`src/rtl/rpdt_pkg.sv`:
```
// Shared types and constants for the prescaled reload down-timer.
package rpdt_pkg;

  typedef enum logic [1:0] {
    KIND_TICK  = 2'd0,
    KIND_READ  = 2'd1,
    KIND_WRITE = 2'd2,
    KIND_NONE  = 2'd3
  } kind_e;

  typedef enum logic [1:0] {
    SEL_RELOAD  = 2'd0,
    SEL_COUNT   = 2'd1,
    SEL_CONTROL = 2'd2,
    SEL_NONE    = 2'd3
  } sel_e;

  typedef enum logic [1:0] {
    MODE_STOP   = 2'd0,
    MODE_RELOAD = 2'd1,
    MODE_FREE   = 2'd2,
    MODE_IRQ    = 2'd3
  } mode_e;

  typedef enum logic [1:0] {
    OP_IDLE  = 2'd0,
    OP_TICK  = 2'd1,
    OP_READ  = 2'd2,
    OP_WRITE = 2'd3
  } op_e;

  typedef enum logic {
    CTL_EMPTY = 1'b0,
    CTL_FULL  = 1'b1
  } ctl_state_e;

  typedef struct packed {
    logic exec;
    op_e  op;
  } cmd_t;

  localparam int unsigned DataW     = 16;
  localparam int unsigned CtrlW     = 8;
  localparam int unsigned PrescW    = 7;

  localparam logic [DataW-1:0] ResetReload = 16'o011000;
  localparam logic [DataW-1:0] ResetCount  = 16'o177777;
  localparam logic [CtrlW-1:0] CtrlHigh    = 8'hFF;
  localparam int unsigned      CtrlIrqBit  = 2;
  localparam int unsigned      CtrlFreeBit = 1;

endpackage

```
`src/rtl/rpdt_if.sv`:
```
// Handshake interfaces for the timer's input and result channels.
interface rpdt_in_if;
  logic                        valid;
  logic                        ready;
  logic [1:0]                  kind;
  logic [1:0]                  reg_sel;
  logic [rpdt_pkg::DataW-1:0]  write_data;

  modport source (output valid, output kind, output reg_sel, output write_data, input ready);
  modport sink   (input valid, input kind, input reg_sel, input write_data, output ready);
endinterface

interface rpdt_out_if;
  logic                        valid;
  logic                        ready;
  logic [rpdt_pkg::DataW-1:0]  read_data;
  logic                        irq_pulse;

  modport source (output valid, output read_data, output irq_pulse, input ready);
  modport sink   (input valid, input read_data, input irq_pulse, output ready);
endinterface

```
`src/rtl/rpdt_ctrl.sv`:
```
// Controller: output-register occupancy and per-transaction command decode.
module rpdt_ctrl (
  input  logic           clk_i,
  input  logic           rst_ni,
  input  logic           in_valid_i,
  input  logic [1:0]     in_kind_i,
  input  logic           out_ready_i,
  output logic           in_ready_o,
  output logic           out_valid_o,
  output rpdt_pkg::cmd_t cmd_o
);

  rpdt_pkg::ctl_state_e state_q, state_d;
  logic                 accept;

  always_ff @(posedge clk_i or negedge rst_ni) begin
    if (!rst_ni) begin
      state_q <= rpdt_pkg::CTL_EMPTY;
    end else begin
      state_q <= state_d;
    end
  end

  // Next state
  always_comb begin
    state_d = state_q;
    case (state_q)
      rpdt_pkg::CTL_EMPTY: begin
        if (in_valid_i) state_d = rpdt_pkg::CTL_FULL;
      end
      rpdt_pkg::CTL_FULL: begin
        if (out_ready_i && !in_valid_i) state_d = rpdt_pkg::CTL_EMPTY;
      end
      default: state_d = rpdt_pkg::CTL_EMPTY;
    endcase
  end

  // Outputs
  always_comb begin
    in_ready_o  = 1'b0;
    out_valid_o = 1'b0;
    case (state_q)
      rpdt_pkg::CTL_EMPTY: begin
        in_ready_o = 1'b1;
      end
      rpdt_pkg::CTL_FULL: begin
        out_valid_o = 1'b1;
        in_ready_o  = out_ready_i;
      end
      default: begin
        in_ready_o  = 1'b0;
        out_valid_o = 1'b0;
      end
    endcase
    accept      = in_valid_i && in_ready_o;
    cmd_o.exec  = accept;
    case (in_kind_i)
      rpdt_pkg::KIND_TICK:  cmd_o.op = rpdt_pkg::OP_TICK;
      rpdt_pkg::KIND_READ:  cmd_o.op = rpdt_pkg::OP_READ;
      rpdt_pkg::KIND_WRITE: cmd_o.op = rpdt_pkg::OP_WRITE;
      default:              cmd_o.op = rpdt_pkg::OP_IDLE;
    endcase
  end

endmodule

```
`src/rtl/rpdt_datapath.sv`:
```
// Datapath: timer registers, prescaler, down-counter and result register.
module rpdt_datapath (
  input  logic                       clk_i,
  input  logic                       rst_ni,
  input  rpdt_pkg::cmd_t             cmd_i,
  input  logic [1:0]                 reg_sel_i,
  input  logic [rpdt_pkg::DataW-1:0] write_data_i,
  output logic [rpdt_pkg::DataW-1:0] read_data_o,
  output logic                       irq_pulse_o
);

  logic [rpdt_pkg::DataW-1:0]  reload_q, reload_d;
  logic [rpdt_pkg::DataW-1:0]  count_q, count_d;
  logic [rpdt_pkg::CtrlW-1:0]  ctrl_q, ctrl_d;
  rpdt_pkg::mode_e             mode_q, mode_d;
  logic [rpdt_pkg::PrescW-1:0] presc_q, presc_d;
  logic                        pend_q, pend_d;
  logic [rpdt_pkg::DataW-1:0]  rd_q, rd_d;
  logic                        irq_q, irq_d;

  logic [rpdt_pkg::PrescW-1:0] presc_inc;
  logic [rpdt_pkg::PrescW-1:0] divisor;
  logic [3:0]                  nib;
  logic                        fire;
  logic [rpdt_pkg::DataW-1:0]  count_dec;

  always_comb begin
    nib       = ctrl_q[rpdt_pkg::CtrlW-1:4];
    divisor   = (nib == 4'd0) ? 7'd1 : {nib, 3'b000};
    presc_inc = presc_q + 7'd1;
    fire      = presc_inc >= divisor;
    count_dec = count_q - 16'd1;
  end

  always_comb begin
    reload_d = reload_q;
    count_d  = count_q;
    ctrl_d   = ctrl_q;
    mode_d   = mode_q;
    presc_d  = presc_q;
    pend_d   = pend_q;
    rd_d     = '0;
    irq_d    = 1'b0;
    case (cmd_i.op)
      rpdt_pkg::OP_TICK: begin
        if (!fire) begin
          presc_d = presc_inc;
        end else begin
          presc_d = '0;
          case (mode_q)
            rpdt_pkg::MODE_RELOAD, rpdt_pkg::MODE_IRQ: begin
              if (pend_q) begin
                pend_d  = 1'b0;
                count_d = reload_q;
              end else begin
                count_d = count_dec;
                if (count_dec == 16'd1) begin
                  pend_d = 1'b1;
                  irq_d  = (mode_q == rpdt_pkg::MODE_IRQ);
                end
              end
            end
            rpdt_pkg::MODE_FREE: count_d = count_dec;
            default: count_d = count_q;
          endcase
        end
      end
      rpdt_pkg::OP_READ: begin
        case (reg_sel_i)
          rpdt_pkg::SEL_RELOAD:  rd_d = reload_q;
          rpdt_pkg::SEL_COUNT:   rd_d = count_q;
          rpdt_pkg::SEL_CONTROL: rd_d = {rpdt_pkg::CtrlHigh, ctrl_q};
          default:               rd_d = '0;
        endcase
      end
      rpdt_pkg::OP_WRITE: begin
        case (reg_sel_i)
          rpdt_pkg::SEL_RELOAD: reload_d = write_data_i;
          rpdt_pkg::SEL_COUNT:  count_d  = write_data_i;
          rpdt_pkg::SEL_CONTROL: begin
            count_d = reload_q;
            ctrl_d  = write_data_i[rpdt_pkg::CtrlW-1:0];
            if (write_data_i[rpdt_pkg::CtrlIrqBit]) begin
              mode_d = rpdt_pkg::MODE_IRQ;
            end else if (write_data_i[rpdt_pkg::CtrlFreeBit]) begin
              mode_d = rpdt_pkg::MODE_FREE;
            end else begin
              mode_d = rpdt_pkg::MODE_RELOAD;
            end
          end
          default: reload_d = reload_q;
        endcase
      end
      default: rd_d = '0;
    endcase
  end

  always_ff @(posedge clk_i or negedge rst_ni) begin
    if (!rst_ni) begin
      reload_q <= rpdt_pkg::ResetReload;
      count_q  <= rpdt_pkg::ResetCount;
      ctrl_q   <= '0;
      mode_q   <= rpdt_pkg::MODE_STOP;
      presc_q  <= '0;
      pend_q   <= 1'b0;
    end else if (cmd_i.exec) begin
      reload_q <= reload_d;
      count_q  <= count_d;
      ctrl_q   <= ctrl_d;
      mode_q   <= mode_d;
      presc_q  <= presc_d;
      pend_q   <= pend_d;
    end
  end

  // Result register: loaded once per accepted transaction
  always_ff @(posedge clk_i) begin
    if (cmd_i.exec) begin
      rd_q  <= rd_d;
      irq_q <= irq_d;
    end
  end

  assign read_data_o = rd_q;
  assign irq_pulse_o = irq_q;

endmodule

```
`src/rtl/prescaled_reload_down_timer_core.sv`:
```
// Top level of the prescaled reload down-timer.
//
//   port   dir  payload                        transaction
//   in_i   in   kind, reg_sel, write_data      tick, register read or write
//   out_o  out  read_data, irq_pulse           one result per input
//
// Each transaction is executed in the cycle it is accepted; its result sits in
// the output register from the next cycle on. Rate is one per cycle unless stalled.
// in_i.ready stays high while the output register is empty or being drained,
// so a stalled result holds the input back only until out_o.ready returns.
// Reset is asynchronous, active low; the timer stays stopped until a control write.
module prescaled_reload_down_timer_core (
  input  logic clk_i,
  input  logic rst_ni,
  rpdt_in_if.sink    in_i,
  rpdt_out_if.source out_o
);

  rpdt_pkg::cmd_t cmd;

  rpdt_ctrl u_ctrl (
    .clk_i       (clk_i),
    .rst_ni      (rst_ni),
    .in_valid_i  (in_i.valid),
    .in_kind_i   (in_i.kind),
    .out_ready_i (out_o.ready),
    .in_ready_o  (in_i.ready),
    .out_valid_o (out_o.valid),
    .cmd_o       (cmd)
  );

  rpdt_datapath u_datapath (
    .clk_i        (clk_i),
    .rst_ni       (rst_ni),
    .cmd_i        (cmd),
    .reg_sel_i    (in_i.reg_sel),
    .write_data_i (in_i.write_data),
    .read_data_o  (out_o.read_data),
    .irq_pulse_o  (out_o.irq_pulse)
  );

endmodule

```
`src/flat_wrapper.sv`:
```
// flat-port wrapper written by rule: the top's interface ports become plain ports
module prescaled_reload_down_timer_core_flat 
  (clk_i, rst_ni, in_i_valid, in_i_kind, in_i_reg_sel, in_i_write_data, in_i_ready, out_o_valid, out_o_read_data, out_o_irq_pulse, out_o_ready);
  rpdt_in_if in_i_i ();
  rpdt_out_if out_o_i ();
  input  logic clk_i;
  input  logic rst_ni;
  input wire logic [$bits(in_i_i.valid)-1:0] in_i_valid;
  input wire logic [$bits(in_i_i.kind)-1:0] in_i_kind;
  input wire logic [$bits(in_i_i.reg_sel)-1:0] in_i_reg_sel;
  input wire logic [$bits(in_i_i.write_data)-1:0] in_i_write_data;
  output wire logic [$bits(in_i_i.ready)-1:0] in_i_ready;
  output wire logic [$bits(out_o_i.valid)-1:0] out_o_valid;
  output wire logic [$bits(out_o_i.read_data)-1:0] out_o_read_data;
  output wire logic [$bits(out_o_i.irq_pulse)-1:0] out_o_irq_pulse;
  input wire logic [$bits(out_o_i.ready)-1:0] out_o_ready;
  assign in_i_i.valid = in_i_valid;
  assign in_i_i.kind = in_i_kind;
  assign in_i_i.reg_sel = in_i_reg_sel;
  assign in_i_i.write_data = in_i_write_data;
  assign in_i_ready = in_i_i.ready;
  assign out_o_valid = out_o_i.valid;
  assign out_o_read_data = out_o_i.read_data;
  assign out_o_irq_pulse = out_o_i.irq_pulse;
  assign out_o_i.ready = out_o_ready;
  prescaled_reload_down_timer_core u_core (.clk_i(clk_i), .rst_ni(rst_ni), .in_i(in_i_i), .out_o(out_o_i));
endmodule
```
`config.mk`:
```
export PLATFORM = sky130hd
export DESIGN_NAME = prescaled_reload_down_timer_core_flat
export DESIGN_NICKNAME = d
export VERILOG_FILES = /design/src/rtl/rpdt_pkg.sv /design/src/rtl/rpdt_if.sv /design/src/rtl/rpdt_ctrl.sv /design/src/rtl/rpdt_datapath.sv /design/src/rtl/prescaled_reload_down_timer_core.sv /design/src/flat_wrapper.sv
export SDC_FILE = /design/constraint.sdc
export NUM_CORES = 1
export LEC_CHECK = 0
export BUFFER_PORTS_ARGS = -buffer_cell sky130_fd_sc_hd__buf_2
export CAP_MARGIN = 25
export CELL_PAD_IN_SITES_DETAIL_PLACEMENT = 1
export CELL_PAD_IN_SITES_GLOBAL_PLACEMENT = 2
export CORE_ASPECT_RATIO = 1.2
export CORE_MARGIN = 10
export CORE_UTILIZATION = 37
export CTS_CLUSTER_DIAMETER = 40
export DETAILED_ROUTE_END_ITERATION = 10
export PLACE_DENSITY_LB_ADDON = 0.25
export SLEW_MARGIN = 5
export SYNTH_ARGS = -nofsm -noshare
export SYNTH_HDL_FRONTEND = slang
export SYNTH_SLANG_ARGS = --single-unit
```
`constraint.sdc`:
```
create_clock -name clk_i -period 2.7 [get_ports clk_i]
set_input_delay 0.675 -clock clk_i [delete_from_list [all_inputs] [get_ports clk_i]]
set_output_delay 0.675 -clock clk_i [all_outputs]
set_load 0.01 [all_outputs]
```
Word level (Yosys, flattened, before mapping)
Index checks and enable logic that the tools add are counted.

cells by class
  add/subtract/negate cells = 2
  multipliers = 0
  div/mod/pow operators = 0
  $lt $le $gt $ge = 1
  equal/unequal tests = 14
  shift operators = 0
  muxes and demuxes = 18
  bitwise operators = 5
  reductions and logical operators = 14

operators by type and width
  cell                                                                    number
  16-bit case mux with 2 select lines                                     3
  16-bit case mux with 3 select lines                                     1
  16-bit 2-to-1 mux                                                       2
  16-bit by 1-bit equality test with 1-bit output, second input constant  1
  16-bit by 1-bit subtractor with 16-bit output, second input constant    1
  7-bit 2-to-1 mux                                                        2
  2-bit equality test, second input constant                              6
  2-bit by 1-bit equality test with 1-bit output, second input constant   4
  7-bit by 1-bit adder with 7-bit output, second input constant           1
  7-bit >= comparator                                                     1
  2-bit case mux with 3 select lines                                      1
  3-bit AND reduction                                                     2
  1-bit 2-to-1 mux                                                        5
  1-bit inverter                                                          5
  5-bit AND reduction                                                     1
  5-bit OR reduction                                                      1
  2-bit zero test                                                         2
  4-bit zero test                                                         1
  2-bit 2-to-1 mux                                                        2
  1-bit case mux with 2 select lines                                      2
  4-bit AND reduction                                                     1
  3-bit by 2-bit != test with 1-bit output, second input constant         1
  3-bit != test, second input constant                                    1
  1-bit logical AND                                                       2
  other kinds (5)                                                         5

storage, ports and cells
  register bits after elaboration = 68
  bits in latches = 0
  RAM bits = 0
  ROM bits = 0
  input bits = 24
  word-level logic and storage cells = 63
  memories = 0

Depth between registers and ports, before layout
Gate-level depths: netlist of the first run.

  word-level depth = 5
  depth in mapped cells = 13
  gate-level depth less buffers = 11

Modules after synthesis
Synthesis of the first run repeated with hierarchy kept, for this count alone.

unflattened totals
  cell total of the unflattened synthesis = 405
  area, all modules = 4,012.6 um^2

by module, submodules not included
  module         times used  cells an instance  area an instance (um^2)  sequential area each (um^2)
  rpdt_datapath  1           393                3,898.7                  1,784.2
  rpdt_ctrl      1           12                 113.9                    25.0

Worst setup path after synthesis of the first run
No wires, ideal clock.

  kind = flip-flop to flip-flop
  start = reg u_core.u_datapath.presc_q[0] (netlist bit)
  end = reg u_core.u_datapath.count_q[5] (netlist bit)
  library setup time = 0.091 ns
  arrival time = 2.359 ns
  data required time = 2.609 ns
  setup slack = 0.250 ns
  cell stages (with the launch flop) = 14
  clock period less this slack = 2.450 ns
  cell sequence = dfrtp_1 > ha_1 > nand2_1 > nor2_1 > xor2_1 > ha_1 > o2111ai_1 > a21oi_1 > a211o_1 > buf_6 > o211a_1 > clkbuf_1 > a21oi_1 > a21oi_1

between the ends
  longest elaborated chain between the ends = 4

RTL lines
  item                                    RTL line              RTL
  from (decl)                             rpdt_datapath.sv:16   logic [rpdt_pkg::PrescW-1:0] presc_q, presc_d;
  from (signal assigned)                  rpdt_datapath.sv:111  presc_q <= presc_d;
  7-bit by 1-bit adder with 7-bit output  rpdt_datapath.sv:30   presc_inc = presc_q + 7'd1;
  7-bit >= comparator                     rpdt_datapath.sv:31   fire = presc_inc >= divisor;
  2-bit != test (no source line)          --
  5-bit AND reduction (no source line)    --
  to (signal assigned)                    rpdt_datapath.sv:101  count_q <= rpdt_pkg::ResetCount;
  to (signal assigned)                    rpdt_datapath.sv:108  count_q <= count_d;
  to (decl)                               rpdt_datapath.sv:13   logic [rpdt_pkg::DataW-1:0] count_q, count_d;

Every way passes these cells.
A chain may end at the register's enable or synchronous reset.

Worst setup path in the final report of the first run
  start = reg u_core.u_datapath.presc_q[4] (netlist bit)
  end = reg u_core.u_datapath.count_q[8] (netlist bit)

The elaborated chain is that of the path after synthesis.

==> results of run 1 <==
## metrics by stage
step | utilization | area (µm²) | setup TNS, ns
2_1_floorplan | - | 3930 | 0
3_3_place_gp | 0.411 | 4300 | 0
3_5_place_dp | 0.411 | 4300 | 0
4_1_cts | 0.439 | 4600 | 0
5_1_grt | 0.454 | 4760 | -0.0208
6_report | 0.454 | 4760 | 0
## repair_timing
| item | in CTS | in global routing |
|---|---|---|
| pin swaps | 0 | 9 |
| setup buffers | 0 | 4 |
| resized for setup | 2 | 16 |
| cloned | 0 | 2 |
| setup endpoints to repair | 2 | 18 |
## layout make-up
cell class / instances / share of cell area
clock buffer: 14 / 0.0576
inverter: 10 / 0.00789
clock inverter: 2 / 0.00210
multi-input combinational: 298 / 0.419
timing repair buffer: 68 / 0.0987
tap: 129 / 0.0339
sequential: 68 / 0.381
## path summary, 6_finish.rpt
check	cells after the start	from	endpoint	slack [ns]
max in group asynchronous	2	rst_ni	u_core.u_datapath.count_q[8]	1.70
worst max register to register	10	u_core.u_datapath.presc_q[4]	u_core.u_datapath.count_q[8]	0.09
worst min register to register	1	u_core.u_datapath.ctrl_q[1]	u_core.u_datapath.ctrl_q[1]	0.51
worst min-delay path	1	rst_ni	u_core.u_ctrl.state_q	0.34
min in group clk_i	1	u_core.u_datapath.ctrl_q[1]	u_core.u_datapath.ctrl_q[1]	0.51
worst max-delay path	10	u_core.u_datapath.presc_q[4]	u_core.u_datapath.count_q[8]	0.09
## cells in the final DEF (no fill, tap or decap), types with 3 or more instances in the layout
master	count
a21oi_1	35
a31oi_1	7
buf_2	42
buf_4	21
clkbuf_16	11
clkbuf_8	3
dfrtp_1	30
dfrtp_2	3
dfstp_2	18
edfxtp_1	17
ha_1	7
inv_1	10
mux2_2	25
mux2i_1	8
nand2_1	25
nand2b_1	7
nand3_1	7
nand3b_1	5
nand4_1	3
nor2_1	64
nor2b_1	4
nor3_1	6
nor4_1	5
o21ai_0	23
o221ai_1	5
o22a_1	6
o22ai_1	6
xnor2_1	3
## state kept, by name (all words and copies together) (netlist names), 2 cells and up
signal                         flops
u_core.u_datapath.mode_q           2
u_core.u_datapath.presc_q          7
u_core.u_datapath.read_data_o     16
u_core.u_datapath.reload_q        16
u_core.u_datapath.count_q         16
u_core.u_datapath.ctrl_q           8
## cell families (layout without fill, tap and decap cells)
kind of cell	Yosys count	after routing
simple gates	147	147
compound gates	103	103
flops	68	68
buf+inv	40	94
mux	33	33
fa+ha+maj	8	8
xor+xnor	7	7
## power by group
group	switching [W]	internal, W
combinational	0.000778	0.000660
clock	0.000441	0.000695
sequential	0.000455	0.00143
## routing by layer
metal / up-vias / track usage / wire length (µm)
li1: 1569 / - / -
met1: 1695 / 0.192 / 5320
met2: 64 / 0.268 / 6230
met3: 16 / 0.0317 / 460
met4: 0 / 0.0523 / 181
met5: - / 0 / 0
==> results_dict.tcl, run 1 <==
set metrics [dict create \
    antenna_cells 0 \
    rows 41 \
    synth_top_cell_by_area "dfrtp_1" \
    async_reset_ff_frac 0.750 \
    port_buffers 42 \
    min_period_over_period 0.968 \
    critical-path-max-stage-delay_ns 0.43 \
    wire_per_inst_um 20.7 \
    syn_to_final_growth_pct 20.9 \
    finalSetupViolCount 0 \
    final_nets 487 \
    cp_max_fo 6 \
    post-place-ws_ns 0.00264 \
    synth_most_common_cell "nor2_1" \
    synth_edf_count 17 \
    postSynthAreaPerCell_um2 9.69 \
    synthSimpleGateAreaFrac 0.187 \
    die_y_um 133 \
    grt_max_degree 30 \
    antenna_left 0 \
    layout.cells.non_filler 589 \
    die_x_um 114 \
    synth-seq-cells 68 \
    start_util 0.376 \
    ys_top_cells_by_count "66 x nor2_1, 36 x a21oi_1, 33 x dfrtp_1" \
    multi_input_area_um2 1990 \
    finClkSkew_ns 0.00557 \
    io_pins 43 \
    synth_top_family_by_area "simple AND/OR/NAND/NOR gates" \
    tightest_slew_ns 0.645 \
    critPathSlowestCell "dfrtp_1" \
    cp_data_required_time_ns 2.96 \
    vias_per_cell 5.68 \
    syn-num-nets 438 \
    fill_cells 1221 \
    drive_gt1_frac 0.328 \
    path_clk_slew_ns 0.06 \
    worst_slack_ns 0.0873 \
    synthTopCellsByArea "dfrtp_1 21%, edfxtp_1 13%, dfstp_2 12%, mux2_2 7.2%, nor2_1 6.3%" \
    ys.warnings.count 0 \
    drc 0 \
    antenna_found_initial 0 \
    slew-limit-headroom 0.566 \
    finalHoldViolCount 0 \
    wl_um 12200 \
    grt_pass1_wl_um 19200 \
    hpwl_um 8840 \
    synth_cell_types 57 \
    outcome "completed" \
    gpl.final_weighted_congestion 0.816 \
    clk-insertion-delay-late_ns 0.34 \
    worstSetupPathType "flop to flop" \
    gr-usage-all-layers 0.157 \
    cts_tree "built" \
    synthAdderAreaFrac 0.0255 \
    core_um2 10500 \
    cts_root_buffer "clkbuf_16" \
    die_area_um2 15200 \
    htree_levels 3 \
    route.vias.total 3344 \
    layout_min_cycle_time_ns 2.61 \
    post-place-cells 567 \
    synthesis.instances 406 \
    clock-sinks 68 \
    path_buf_inv 1 \
    whs_ns 0.341 \
    muxShareOfSynthArea 0.0920 \
    synthXorXnorAreaFrac 0.0156 \
    hp-class "input pin to async pin" \
    maxCapViolations 0 \
    crit_path_start_kind "flop" \
    seq_area_um2 1810 \
    cts_buffer_depth 2 \
    worstSetupEndpointType "flop" \
    total_power_w 0.00445 \
    ys.flop_type "dfrtp_1" \
    worstPathArrival_ns 2.87 \
    seq_area_frac_synth 0.460 \
    synth_top_area_frac 0.210 \
    synth_compound_area_frac 0.165 \
    cts_buffers 9 \
    fmax_ghz 0.383 \
    slew_viol_final 0 \
    cp_top_family "compound AO/OA/AOI/OAI gates" \
    path_cells "nand3_2 > nor2_2 > xor2_1 > ha_1 > a21o_1 > a211o_4 > o211ai_4 > buf_12 > a21oi_1 > o22a_1" \
    drtIter0Drc 187 \
    vdd_drop_max_uv 344 \
    drt_first_pass_iters 7 \
    leakagePower_nw 1.97 \
    gr-total-overflow 0 \
    holdBufCountCts 0 \
    grt_pass1_vias 3501 \
    synthesis.area_um2 3930 \
    power_density_nw_per_um2 937 \
]
Power figures use the tool's default switching activity.
==> inputs of run 2 (changes only) <==
Settings changed: HOLD_SLACK_MARGIN set to 0.03, RECOVER_POWER set to 25.
==> results_dict.tcl, run 2 (synthesized netlist as in run 1, its figures left out) <==
set metrics [dict create \
    syn_to_final_growth_pct 20.5 \
    clk-insertion-delay-late_ns 0.34 \
    post_dp_cell_area_um2 4300 \
    wire_per_inst_um 20.7 \
    worstSetupEndpointType "flop" \
    drive_gt1_frac 0.326 \
    wl_um 12200 \
    drc 0 \
    antenna_left 0 \
    grt_pass1_vias 3501 \
    cts_root_buffer "clkbuf_16" \
    grt_max_degree 30 \
    mostFrequentLayoutCell "nor2_1" \
    antenna_found_initial 0 \
    final_cell_mix "64 x nor2_1, 41 x buf_2, 35 x a21oi_1, 30 x dfrtp_1" \
    crit_path_start_kind "flop" \
    finalSetupViolCount 0 \
    route.vias.total 3342 \
    final_nets 487 \
    min_period_over_period 0.968 \
    worstPathArrival_ns 2.87 \
    htree_levels 3 \
    slew-limit-headroom 0.0887 \
    clock-sinks 68 \
    grt_pass1_wl_um 19200 \
    total_power_w 0.00445 \
    slew_viol_final 0 \
    final_area_um2 4740 \
    rows 41 \
    die_y_um 133 \
    drtIter0Drc 181 \
    post-place-ws_ns 0.00264 \
    gr-usage-all-layers 0.157 \
    seq_area_um2 1810 \
    gr-total-overflow 0 \
    cts_buffers 9 \
    tightest_slew_ns 1.37 \
    core_um2 10500 \
    vias_per_cell 5.67 \
    worst_slack_ns 0.0873 \
    port_buffers 42 \
    power_density_nw_per_um2 939 \
    die_area_um2 15200 \
    io_pins 43 \
    drt_first_pass_iters 7 \
    outcome "completed" \
    fmax_ghz 0.383 \
    fill_cells 1222 \
    hp-class "flop to flop" \
    antenna_cells 0 \
    multi_input_area_um2 1990 \
    layout_min_cycle_time_ns 2.61 \
    holdBufCountCts 0 \
    start_util 0.376 \
    finalHoldViolCount 0 \
    cts_tree "built" \
    cts_buffer_depth 2 \
    setup_tns_ns 0 \
    path_clk_slew_ns 0.05 \
    worstSetupPathType "flop to flop" \
    cp_max_fo 6 \
    die_x_um 114 \
    whs_ns 0.513 \
    maxCapViolations 0 \
    finClkSkew_ns 0.00557 \
    vdd_drop_max_uv 344 \
    hpwl_um 8840 \
    gpl.final_weighted_congestion 0.816 \
    cp_data_required_time_ns 2.96 \
    leakagePower_nw 1.97 \
]
run 2: power by group:
group	switching, W	internal, W	leakage, nW
combinational	0.000778	0.000657	1.05
clock	0.000441	0.000695	0.143
sequential	0.000456	0.00143	0.769
run 2: critical path, cell delays in order (launching register included):
cell and delay (ns):
dfrtp_1 0.43, nand3_2 0.13, nor2_2 0.11, xor2_1 0.23
ha_1 0.30, a21o_1 0.20, a211o_4 0.36, o211ai_4 0.33
buf_12 0.17, a21oi_1 0.05, o22a_1 0.23
run 2: metrics by stage:
step,utilization,instances
2_1_floorplan,-,406
3_3_place_gp,0.411,566
3_5_place_dp,0.411,567
4_1_cts,0.439,583
5_1_grt,0.453,589
6_report,0.453,589
run 2: what timing repair did:
| item | in CTS | in global routing |
|---|---|---|
| hold endpoints to repair | 0 | 0 |
| pin swaps | 0 | 9 |
| buffers inserted | 0 | 4 |
| resized for setup | 2 | 16 |
| endpoints found under the setup margin | 2 | 18 |
| gates cloned | 0 | 2 |
run 2: final timing paths:
| path | startpoint | to | slack, ns | depth (start not counted) |
|---|---|---|---|---|
| max reg2reg | u_core.u_datapath.presc_q[4] | u_core.u_datapath.count_q[8] | 0.09 | 10 |
| max in group asynchronous | rst_ni | u_core.u_datapath.presc_q[0] | 0.55 | 2 |
| min | u_core.u_datapath.ctrl_q[1] | u_core.u_datapath.ctrl_q[1] | 0.51 | 1 |
| max | u_core.u_datapath.presc_q[4] | u_core.u_datapath.count_q[8] | 0.09 | 10 |
| min reg2reg | u_core.u_datapath.ctrl_q[1] | u_core.u_datapath.ctrl_q[1] | 0.51 | 1 |
| min in group asynchronous | rst_ni | u_core.u_ctrl.state_q | 0.63 | 1 |
run 2: layer usage:
| metal | GRT usage | vias to the layer above | wire, µm |
|---|---|---|---|
| li1 | - | 1569 | - |
| met1 | 0.192 | 1693 | 5330 |
| met2 | 0.268 | 64 | 6230 |
| met3 | 0.0317 | 16 | 459 |
| met4 | 0.0523 | 0 | 181 |
| met5 | 0 | - | 0 |
run 2: layout make-up:
| cell class | count | share of cell area |
|---|---|---|
| Clock buffer | 14 | 0.0578 |
| Clock inverter | 2 | 0.00211 |
| Tap cell | 129 | 0.0341 |
| Sequential cell | 68 | 0.383 |
| Inverter | 10 | 0.00792 |
| Timing Repair Buffer | 68 | 0.0956 |
| Multi-Input combinational cell | 298 | 0.420 |
==> inputs of run 3 (changes only) <==
Settings changed: ABC_AREA set to 1, CORE_UTILIZATION 37 to 35.
==> results_dict.tcl, run 3 <==
set metrics [dict create \
    htree_levels 3 \
    final_cell_mix "126 x nand2_1, 83 x inv_1, 48 x nor2_1, 42 x buf_2, 33 x dfrtp_1" \
    synth_edf_count 17 \
    grt_pass1_vias 3914 \
    cp_data_required_time_ns 2.95 \
    ys.flop_type "dfrtp_1" \
    layout_min_cycle_time_ns 2.50 \
    synthTopCellsByArea "dfrtp_1 20%, edfxtp_1 13%, dfstp_2 12%, nand2_1 12%, inv_1 7.7%" \
    drtIter0Drc 229 \
    port_buffers 42 \
    drt_first_pass_iters 5 \
    postSynthAreaPerCell_um2 7.77 \
    antenna_left 0 \
    synthesis.area_um2 4030 \
    finalHoldViolCount 0 \
    synth_most_common_cell "nand2_1" \
    io_pins 43 \
    post_dp_cell_area_um2 4460 \
    path_clk_slew_ns 0.06 \
    synth-seq-cells 68 \
    fmax_ghz 0.400 \
    synth_top_cell_by_area "dfrtp_1" \
    die_area_um2 16200 \
    clock-sinks 68 \
    grt_pass1_wl_um 20700 \
    leakagePower_nw 2.29 \
    setup_tns_ns 0 \
    hpwl_um 9850 \
    critical-path-max-stage-delay_ns 0.42 \
    cts_buffers 9 \
    final_nets 600 \
    ys.warnings.count 0 \
    cp_max_fo 14 \
    worstSetupPathType "flop to flop" \
    synth_cell_types 36 \
    ys_top_cells_by_count "126 x nand2_1, 83 x inv_1, 48 x nor2_1" \
    cts_tree "built" \
    maxCapViolations 0 \
    synth_top_area_frac 0.205 \
    rows 42 \
    gpl.final_weighted_congestion 0.886 \
    antenna_cells 0 \
    outcome "completed" \
    min_period_over_period 0.926 \
    rsz0062_at_grt "false" \
    drive_gt1_frac 0.201 \
    hp-class "flop to flop" \
    power_density_nw_per_um2 942 \
    wire_per_inst_um 17.4 \
    wl_um 12600 \
    cts_root_buffer "clkbuf_16" \
    seq_area_frac_synth 0.449 \
    worstPathArrival_ns 2.75 \
    async_reset_ff_frac 0.750 \
    path_cells "ha_1 > nand3_1 > xor2_2 > inv_1 > ha_1 > a21oi_1 > nor2_1 > nor3_2 > nand3_1 > nand2_4 > buf_12 > nor2_1 > a22oi_2" \
    clk-insertion-delay-late_ns 0.33 \
    synthesis.instances 519 \
    core_um2 11100 \
    final_area_um2 4760 \
    route.vias.total 3734 \
    mostFrequentLayoutCell "nand2_1" \
    layout.cells.non_filler 727 \
    syn_to_final_growth_pct 17.9 \
    gr-usage-all-layers 0.161 \
    reg2reg_from "u_core.u_datapath.presc_q[0]" \
    hp-start "u_core.u_datapath.ctrl_q[1]" \
    syn-num-nets 551 \
    vias_per_cell 5.14 \
    worstSetupEndpointType "flop" \
    slew_viol_final 0 \
    antenna_found_initial 0 \
    fill_cells 1415 \
    drc 0 \
    finClkSkew_ns 0.00461 \
    die_x_um 118 \
    finalSetupViolCount 0 \
    cts_buffer_depth 2 \
    critPathSlowestCell "dfrtp_1" \
    crit_path_start_kind "flop" \
    die_y_um 138 \
    slew-limit-headroom 0.103 \
    vdd_drop_max_uv 382 \
    crit_path_start "u_core.u_datapath.presc_q[0]" \
    cts_setup_buffers 0 \
    start_util 0.362 \
    grt_max_degree 52 \
    post-place-cells 711 \
    gr-total-overflow 0 \
    tightest_slew_ns 1.35 \
]
## run 3: timing repair
item,4_1_cts,5_1_grt
setup endpoints to repair,0,18
gates resized for setup,0,3
endpoints found under the hold margin,0,0
hold buffers,0,0
## run 3: layout make-up
type / instances / area (µm²) / area share
Sequential cell: 68 / 1810 / 0.380
Clock buffer: 10 / 229 / 0.0481
Timing Repair Buffer: 53 / 303 / 0.0637
Multi-Input combinational cell: 342 / 1820 / 0.382
Clock inverter: 6 / 55.1 / 0.0116
Tap cell: 154 / 193 / 0.0405
Inverter: 94 / 353 / 0.0742
## run 3: critical path, delay by kind of cell (launching register included)
family | cells | cell delay, ns
AND/OR/NAND/NOR | 6 | 0.71
adder cells (fa/ha/maj) | 2 | 0.54
flip-flops | 1 | 0.42
XOR/XNOR | 1 | 0.18
buffers and inverters | 2 | 0.21
AO/OA/AOI/OAI | 2 | 0.35
## run 3: worst paths after layout
check	endpoint	slack (ns)	cells after the start
worst max-delay path	u_core.u_datapath.count_q[13]	0.20	13
worst max register to register	u_core.u_datapath.count_q[13]	0.20	13
min in group asynchronous	u_core.u_datapath.presc_q[0]	0.72	2
worst min-delay path	u_core.u_datapath.ctrl_q[1]	0.49	2
worst min register to register	u_core.u_datapath.ctrl_q[1]	0.49	2
max in group asynchronous	u_core.u_datapath.reload_q[10]	1.15	2
## run 3: through the flow
stage / hold WS, ns / setup WS [ns] / util / total power (W)
5_1_grt: 0.509 / 0.0136 / 0.427 / 0.00485
3_5_place_dp: 0.474 / 0.108 / 0.400 / 0.00334
6_report: 0.489 / 0.199 / 0.427 / 0.00448
2_1_floorplan: 0.379 / 0.440 / - / 0.00280
4_1_cts: 0.488 / 0.0953 / 0.426 / 0.00451
3_3_place_gp: 0.472 / 0.247 / 0.400 / 0.00330
## run 3: per-layer routing
layer	GRT usage	up-vias	part of all wire
li1	-	1808	-
met1	0.210	1852	0.47
met2	0.261	59	0.47
met3	0.0311	15	0.033
met4	0.0591	0	0.021
met5	0	-	0
## run 3: power breakdown
| part | switching (W) | leakage, nW | internal [W] | total, W |
|---|---|---|---|---|
| clock | 0.000439 | 0.137 | 0.000705 | 0.00114 |
| combinational | 0.00111 | 1.39 | 0.000561 | 0.00167 |
| sequential | 0.000254 | 0.764 | 0.00142 | 0.00167 |
| total | 0.00180 | 2.29 | 0.00268 | 0.00448 |
## run 3: cells by family after synthesis
group,synth area share
buffers and inverters,0.106
xor gates and xnor gates,0.0152
adders and majority gates,0.0248
muxes,0.00279
and+or+nand+nor,0.237
AOI/OAI and AO/OA,0.166
DFF,0.449
